$ cat src/rtl/gwm_pkg.sv
package gwm_pkg;

  localparam int MAX_PATTERN_DEFAULT = 64;

  localparam logic [7:0] CH_STAR = 8'h2A;
  localparam logic [7:0] CH_ANY  = 8'h3F;

  typedef enum logic [1:0] {
    OP_CLEAR  = 2'd0,
    OP_APPEND = 2'd1,
    OP_TEXT   = 2'd2,
    OP_END    = 2'd3
  } opcode_t;

  typedef struct packed {
    opcode_t     opcode;
    logic [7:0]  byte_value;
  } cmd_t;

  typedef struct packed {
    logic matched;
    logic overflow;
  } result_t;

  // Broadcast from the top level to every cell.
  typedef struct packed {
    logic        take;
    opcode_t     opcode;
    logic [7:0]  byte_value;
  } cell_ctrl_t;

  // Handed from one cell to its right neighbor.
  typedef struct packed {
    logic head;   // neighbor is the start of the row (position zero seed)
    logic valid;  // neighbor holds a pattern byte
    logic carry;  // neighbor is reached and is a star: reach this position now
    logic adv;    // neighbor is reached and matches the current text byte
  } cell_link_t;

endpackage

$ cat src/rtl/gwm_stream_if.sv
interface gwm_stream_if #(
  parameter type payload_t = logic
);
  logic     valid;
  logic     ready;
  payload_t payload;

  modport source (output valid, output payload, input ready);
  modport sink   (input valid, input payload, output ready);
endinterface

$ cat src/rtl/gwm_cell.sv
module gwm_cell (
  input  logic               clk,
  input  logic               rst,
  input  gwm_pkg::cell_ctrl_t ctrl,
  input  gwm_pkg::cell_link_t left,
  output gwm_pkg::cell_link_t right,
  output logic               hit
);
  import gwm_pkg::*;

  logic [7:0] pat;
  logic       valid;
  logic       pend;       // reached before star closure
  logic       closed;
  logic       is_star;
  logic       lit_match;
  logic       pend_next;

  assign closed    = pend | left.carry;
  assign is_star   = (pat == CH_STAR);
  assign lit_match = (pat == CH_ANY) || (pat == ctrl.byte_value);

  assign right.head  = 1'b0;
  assign right.valid = valid;
  assign right.carry = closed & valid & is_star;
  assign right.adv   = closed & valid & ~is_star & lit_match;

  // An empty position that is reached marks the end of the pattern.
  assign hit = closed & ~valid;

  // A star keeps its own position; a literal hands reach to the right.
  assign pend_next = (closed & valid & is_star) | left.adv;

  always_ff @(posedge clk) begin
    if (rst) begin
      valid <= 1'b0;
      pend  <= left.head;
    end else if (ctrl.take) begin
      case (ctrl.opcode)
        OP_CLEAR: begin
          valid <= 1'b0;
          pend  <= left.head;
        end
        OP_APPEND: begin
          if (left.valid && !valid) begin
            valid <= 1'b1;
          end
          pend <= left.head;
        end
        OP_TEXT: begin
          pend <= pend_next;
        end
        default: begin
          pend <= left.head;
        end
      endcase
    end
  end

  always_ff @(posedge clk) begin
    if (ctrl.take && ctrl.opcode == OP_APPEND && left.valid && !valid) begin
      pat <= ctrl.byte_value;
    end
  end

endmodule

$ cat src/rtl/gwm_out_buf.sv
module gwm_out_buf (
  input  logic             clk,
  input  logic             rst,
  input  logic             push,
  input  gwm_pkg::result_t push_data,
  output logic             can_push,
  gwm_stream_if.source     result
);
  import gwm_pkg::*;

  logic    out_valid;
  result_t out_data;
  logic    skid_valid;
  result_t skid_data;
  logic    pop;

  assign can_push       = ~skid_valid;
  assign pop            = out_valid & result.ready;
  assign result.valid   = out_valid;
  assign result.payload = out_data;

  always_ff @(posedge clk) begin
    if (rst) begin
      out_valid  <= 1'b0;
      skid_valid <= 1'b0;
    end else begin
      if (pop || !out_valid) begin
        if (skid_valid) begin
          out_valid  <= 1'b1;
          skid_valid <= push;
        end else begin
          out_valid <= push;
        end
      end else if (push) begin
        skid_valid <= 1'b1;
      end
    end
  end

  always_ff @(posedge clk) begin
    if (pop || !out_valid) begin
      if (skid_valid) begin
        out_data <= skid_data;
        if (push) begin
          skid_data <= push_data;
        end
      end else if (push) begin
        out_data <= push_data;
      end
    end else if (push) begin
      skid_data <= push_data;
    end
  end

endmodule

$ cat src/rtl/wildcard_glob_match.sv
// The result word is registered in the output buffer when its end-of-text word is accepted.
// Throughput: one word per cycle for every opcode while the skid entry is free; each text byte
// updates all pattern positions at once via the star-reach carry that ripples along the cells.
// A two-entry output buffer keeps input flowing while a result waits.
// Reset (synchronous): empty pattern, overflow clear, position zero reached, buffer empty.
module wildcard_glob_match #(
  parameter int MAX_PATTERN = gwm_pkg::MAX_PATTERN_DEFAULT
) (
  input  logic         clk,
  input  logic         rst,
  gwm_stream_if.sink   cmd,
  gwm_stream_if.source result
);
  import gwm_pkg::*;

  cell_ctrl_t             ctrl;
  cell_link_t             links [MAX_PATTERN+1];
  logic [MAX_PATTERN-1:0] hits;
  logic                   take;
  logic                   can_push;
  logic                   push;
  logic                   full;
  logic                   ovf;
  logic                   end_pend;
  logic                   end_closed;
  logic                   hit_any;
  result_t                res;

  assign cmd.ready       = can_push;
  assign take            = cmd.valid & cmd.ready;
  assign ctrl.take       = take;
  assign ctrl.opcode     = cmd.payload.opcode;
  assign ctrl.byte_value = cmd.payload.byte_value;

  assign links[0] = '{head: 1'b1, valid: 1'b1, carry: 1'b0, adv: 1'b0};

  for (genvar i = 0; i < MAX_PATTERN; i++) begin : g_cell
    gwm_cell u_cell (
      .clk   (clk),
      .rst   (rst),
      .ctrl  (ctrl),
      .left  (links[i]),
      .right (links[i+1]),
      .hit   (hits[i])
    );
  end

  // Position past the last cell: reachable only with a full pattern.
  assign full       = links[MAX_PATTERN].valid;
  assign end_closed = end_pend | links[MAX_PATTERN].carry;
  assign hit_any    = (|hits) | end_closed;

  always_ff @(posedge clk) begin
    if (rst) begin
      end_pend <= 1'b0;
      ovf      <= 1'b0;
    end else if (take) begin
      case (cmd.payload.opcode)
        OP_CLEAR: begin
          end_pend <= 1'b0;
          ovf      <= 1'b0;
        end
        OP_APPEND: begin
          end_pend <= 1'b0;
          if (full) begin
            ovf <= 1'b1;
          end
        end
        OP_TEXT: begin
          end_pend <= links[MAX_PATTERN].adv;
        end
        default: begin
          end_pend <= 1'b0;
        end
      endcase
    end
  end

  assign push         = take & (cmd.payload.opcode == OP_END);
  assign res.matched  = hit_any & ~ovf;
  assign res.overflow = ovf;

  gwm_out_buf u_out_buf (
    .clk       (clk),
    .rst       (rst),
    .push      (push),
    .push_data (res),
    .can_push  (can_push),
    .result    (result)
  );

endmodule

$ cat src/flat_wrapper.sv
// flat-port wrapper written by rule: the top's interface ports become plain ports
module wildcard_glob_match_flat import gwm_pkg::*;
#(
  parameter int MAX_PATTERN = gwm_pkg::MAX_PATTERN_DEFAULT
)
  (clk, rst, cmd_valid, cmd_payload, cmd_ready, result_valid, result_payload, result_ready);
  gwm_stream_if #(.payload_t(cmd_t)) cmd_i ();
  gwm_stream_if #(.payload_t(result_t)) result_i ();
  input  logic clk;
  input  logic rst;
  input wire logic [$bits(cmd_i.valid)-1:0] cmd_valid;
  input wire logic [$bits(cmd_i.payload)-1:0] cmd_payload;
  output wire logic [$bits(cmd_i.ready)-1:0] cmd_ready;
  output wire logic [$bits(result_i.valid)-1:0] result_valid;
  output wire logic [$bits(result_i.payload)-1:0] result_payload;
  input wire logic [$bits(result_i.ready)-1:0] result_ready;
  assign cmd_i.valid = cmd_valid;
  assign cmd_i.payload = cmd_payload;
  assign cmd_ready = cmd_i.ready;
  assign result_valid = result_i.valid;
  assign result_payload = result_i.payload;
  assign result_i.ready = result_ready;
  wildcard_glob_match #(.MAX_PATTERN(MAX_PATTERN)) u_core (.clk(clk), .rst(rst), .cmd(cmd_i), .result(result_i));
endmodule
$ cat config.mk
export PLATFORM = sky130hd
export DESIGN_NAME = wildcard_glob_match_flat
export DESIGN_NICKNAME = d
export VERILOG_FILES = /design/src/rtl/gwm_pkg.sv /design/src/rtl/gwm_stream_if.sv /design/src/rtl/gwm_cell.sv /design/src/rtl/gwm_out_buf.sv /design/src/rtl/wildcard_glob_match.sv /design/src/flat_wrapper.sv
export SDC_FILE = /design/constraint.sdc
export NUM_CORES = 1
export LEC_CHECK = 0
export ABC_AREA = 1
export BUFFER_PORTS_ARGS = -buffer_cell sky130_fd_sc_hd__buf_2
export CELL_PAD_IN_SITES_DETAIL_PLACEMENT = 1
export CELL_PAD_IN_SITES_GLOBAL_PLACEMENT = 1
export CORE_MARGIN = 4
export CORE_UTILIZATION = 30
export CTS_BUF_LIST = sky130_fd_sc_hd__clkbuf_4 sky130_fd_sc_hd__clkbuf_8 sky130_fd_sc_hd__clkbuf_16
export DETAILED_ROUTE_END_ITERATION = 7
export PLACE_DENSITY = 0.62
export SLEW_MARGIN = 20
export SYNTH_ARGS = -nofsm -noshare
export SYNTH_HDL_FRONTEND = slang
export SYNTH_SLANG_ARGS = --single-unit
$ cat constraint.sdc
create_clock -name clk -period 23 [get_ports clk]
set_input_delay 2.3 -clock clk [delete_from_list [all_inputs] [get_ports clk]]
set_output_delay 2.3 -clock clk [all_outputs]
set_load 0.02 [all_outputs]
==> results.md <==
* Hold Violations, Final at 0
* Setup CP Type: reg2reg
* Worst path arrival time at 13.23 ns
* Fin Setup TNS at 0 ns
* Final Net Count at 3,271
* CP endpoint: u_core.u_out_buf.result.payload[1]$_DFFE_PP_
* Clock Path Buffers at 3
* Initial antenna violation count at 1
* Peak supply drop at 0.05135 mV
* R2R Path Start: u_core.g_cell[0].u_cell.pat[7]$_DFFE_PP_
* Vias per inst at 4.981
* Most frequent cells in the layout: nand2_1 (706), edfxtp_1 (516), inv_1 (268)
* Placer Congestion at 0.7696
* Final worst path period share at 55.43%
* Post-CTS setup buffers at 0
* P per Cell Area at 70.76 nW/um2
* Final Max Slew Viols at 0
* Pre-CTS setup slack at 10.29 ns
* Largest net degree at the start of global routing at 107
* Post_cts resized at 0
* Die Width at 336.7 um
* CTS Hold Bufs at 0
* Setup repair after global routing missed its margin: false
* GRT Total Usage at 16.13%
* Measured slew at the worst slew-check pin at 1.208 ns
* First-pass GRT wire length at 143.7 mm
* Pwr Total at 2.614 mW
* Latest clock arrival within the worst-skew pair at 0.63 ns
* Hold/Removal Path Class: reg2reg
* Diodes inserted at 0
* CTS tree: built
* # Max-Cap Violations at 0
* Crit-path max FO at 3
* Die Area at 113,300 um2
* Yosys reg bits at 648
* Switching power total at 0.5704 mW
* Ys async rst share at 0%
* Pleak at 12.02 nW
* Routed wire per std cell at 19.28 um
* Most common cell after layout, fill and taps aside: nand2_1
* CP required at 23.48 ns
* Placed inst area at 34,200 um2
* Area of the multi-input gates at 12,910 um2
* # fillers at 12,080
* Final instance area at 36,940 um2
* Die Y-Extent at 336.7 um
* Combinational cell fraction of total power at 5.0%
* Worst R2R Path Depth at 133
* Sequential Power Share at 48.4%
* Syn avg cell area at 9.965 um2
* Tmin final at 12.75 ns
* Internal at 2.043 mW
* Max incr delay on CP at 0.39 ns
* Skew final at 0.02983 ns
* H-tree levels at 3
* Crit. End Element: register
* Share of cells above drive strength 1 at 18.54%
* Final Util at 34.46%
* Core outline area at 107,200 um2
* Net Count, Synth at 3,266
* Predominant post-synthesis flop cell: edfxtp_1
* Sw Ratio at 21.82%
* Number of global-route vias before repair at 24,740
* Unique masters post-synth at 49
* Crit. Startpoint: u_core.g_cell[0].u_cell.pat[7]$_DFFE_PP_
* Synth warnings at 0
* Reg clk slew, reported paths at 0.06 ns
* GRT overflow at 0
* Setup violators final at 0
* Gate Count Post-Synth at 3,252
* Clk pwr share at 46.6%
* CTS root buffer: clkbuf_16
* Register area share after synthesis at 55.97%
* Achievable Freq at 0.07843 GHz
* Vias at 23,510
* DRT iter0 DRCs at 1,130
* HPWL after DPL at 55.04 mm
* Sink Count at 648
* Reg2reg end: u_core.u_out_buf.result.payload[1]$_DFFE_PP_
* Num rows at 120
* Mapped Area at 32,410 um2
* CP Launch Type: register
* Post-route DRC at 0
* Outcome: finished clean
* DRT Pass-1 Iters at 4
* Max_slew headroom at 17.36%
* IO Pins at 18
* Sequential cell area at 18,140 um2
* Layout area overhead at 13.98%
* Post-synth EDFFs at 516
* R2r setup slk at 10.25 ns
* Aggregate routed wire length at 91.00 mm
* Initial core utilization at 30.23%
* CTS Buf Count at 73
* Crit-path slowest cell: edfxtp_1
* Final worst setup slack at 10.25 ns
* I/O Buffers at 17
* Final ANT Viol Nets at 0
## synthesized netlist by cell type (all sizes together) (11+ instances only)
library cell | number | area (um2)
o32a | 16 | 160.2
or2 | 190 | 1189
o31ai | 21 | 157.7
o2111ai | 34 | 297.8
nand3b | 16 | 120.1
nand4 | 188 | 1176
o32ai | 13 | 113.9
a21oi | 79 | 399.1
nand2 | 771 | 3069
nor3 | 82 | 415.4
edfxtp | 516 | 15490
nand3 | 171 | 1186
clkbuf | 103 | 386.6
xor2 | 36 | 315.3
dfxtp | 132 | 2643
buf | 24 | 90.09
o41ai | 11 | 96.34
o21ai | 76 | 380.4
nor4 | 70 | 892.1
xnor2 | 172 | 1506
clkinv | 11 | 41.29
inv | 291 | 1092
o21a | 12 | 90.09
nor2 | 161 | 614.3
## through the flow
step | hold slack, ns | cells
6_report | 0.4641 | 4720
2_1_floorplan | 0.4445 | 3252
5_1_grt | 0.4797 | 4720
4_1_cts | 0.4643 | 4720
3_3_place_gp | 0.4533 | 4585
3_5_place_dp | 0.4558 | 4585
## cell type report
cell class | instances | area share [%]
tap | 1403 | 4.752
clock inverter | 30 | 0.9145
timing repair buffer | 57 | 1.202
inverter | 302 | 3.113
clock buffer | 105 | 5.955
sequential | 648 | 49.10
multi-input combinational | 2175 | 34.96
## routing by layer
metal / share of wire (%) / vias up / global-route usage (%)
li1: - / 11360 / -
met2: 48 / 238 / 27.67
met5: 0 / - / 0
met3: 2.3 / 127 / 1.834
met4: 1.9 / 0 / 4.193
met1: 48 / 11790 / 21.73
## cell families (layout without fill, tap and decap cells)
| kind of cell | after synthesis | count (layout) | synth area share [%] |
|---|---|---|---|
| XOR/XNOR | 208 | 208 | 5.621 |
| buffers and inverters | 429 | 494 | 4.969 |
| AND/OR/NAND/NOR | 1654 | 1654 | 26.84 |
| AO/OA/AOI/OAI | 313 | 313 | 6.602 |
| flip-flops | 648 | 648 | 55.97 |
## worst max-delay path, delay by kind of cell, from the launching register on
| family | cells | cell delay, ns |
|---|---|---|
| AOI/OAI and AO/OA | 1 | 0.14 |
| buffers and inverters | 1 | 0.08 |
| DFF | 1 | 0.39 |
| and+or+nand+nor | 131 | 11.98 |
## worst min path at each step
stage,from,endpoint,slack (ns),depth (start not counted)
2_1_floorplan,u_core.end_pend$_SDFFE_PP0P_,u_core.end_pend$_SDFFE_PP0P_,0.44,2
3_3_place_gp,u_core.g_cell[17].u_cell.pend$_SDFFE_PP0P_,u_core.g_cell[17].u_cell.pend$_SDFFE_PP0P_,0.45,2
3_5_place_dp,u_core.g_cell[33].u_cell.pend$_SDFFE_PP0P_,u_core.g_cell[33].u_cell.pend$_SDFFE_PP0P_,0.46,2
4_1_cts,u_core.g_cell[33].u_cell.pend$_SDFFE_PP0P_,u_core.g_cell[33].u_cell.pend$_SDFFE_PP0P_,0.46,2
5_1_grt,u_core.g_cell[37].u_cell.pend$_SDFFE_PP0P_,u_core.g_cell[37].u_cell.pend$_SDFFE_PP0P_,0.48,2
6_report,u_core.g_cell[33].u_cell.pend$_SDFFE_PP0P_,u_core.g_cell[33].u_cell.pend$_SDFFE_PP0P_,0.46,2
## sequential cells by signal, summed over array words and instances, names as in the netlist
register	flops
u_core.g_cell.u_cell.valid	64
u_core.ovf	1
u_core.u_out_buf.result.valid	1
u_core.g_cell.u_cell.pat	512
u_core.u_out_buf.skid_valid	1
u_core.u_out_buf.skid_data	2
u_core.end_pend	1
u_core.g_cell.u_cell.pend	64
u_core.u_out_buf.result.payload	2
## power by group through the flow
stage          Sequential, mW  Combinational, mW  Clock (mW)
2_1_floorplan            1.29             0.0700           0
3_3_place_gp             1.29              0.132           0
3_5_place_dp             1.29              0.134           0
4_1_cts                  1.26              0.134        1.25
5_1_grt                  1.26              0.144        1.31
6_report                 1.26              0.131        1.22
Note: power is estimated with default switching activity, not from simulation.
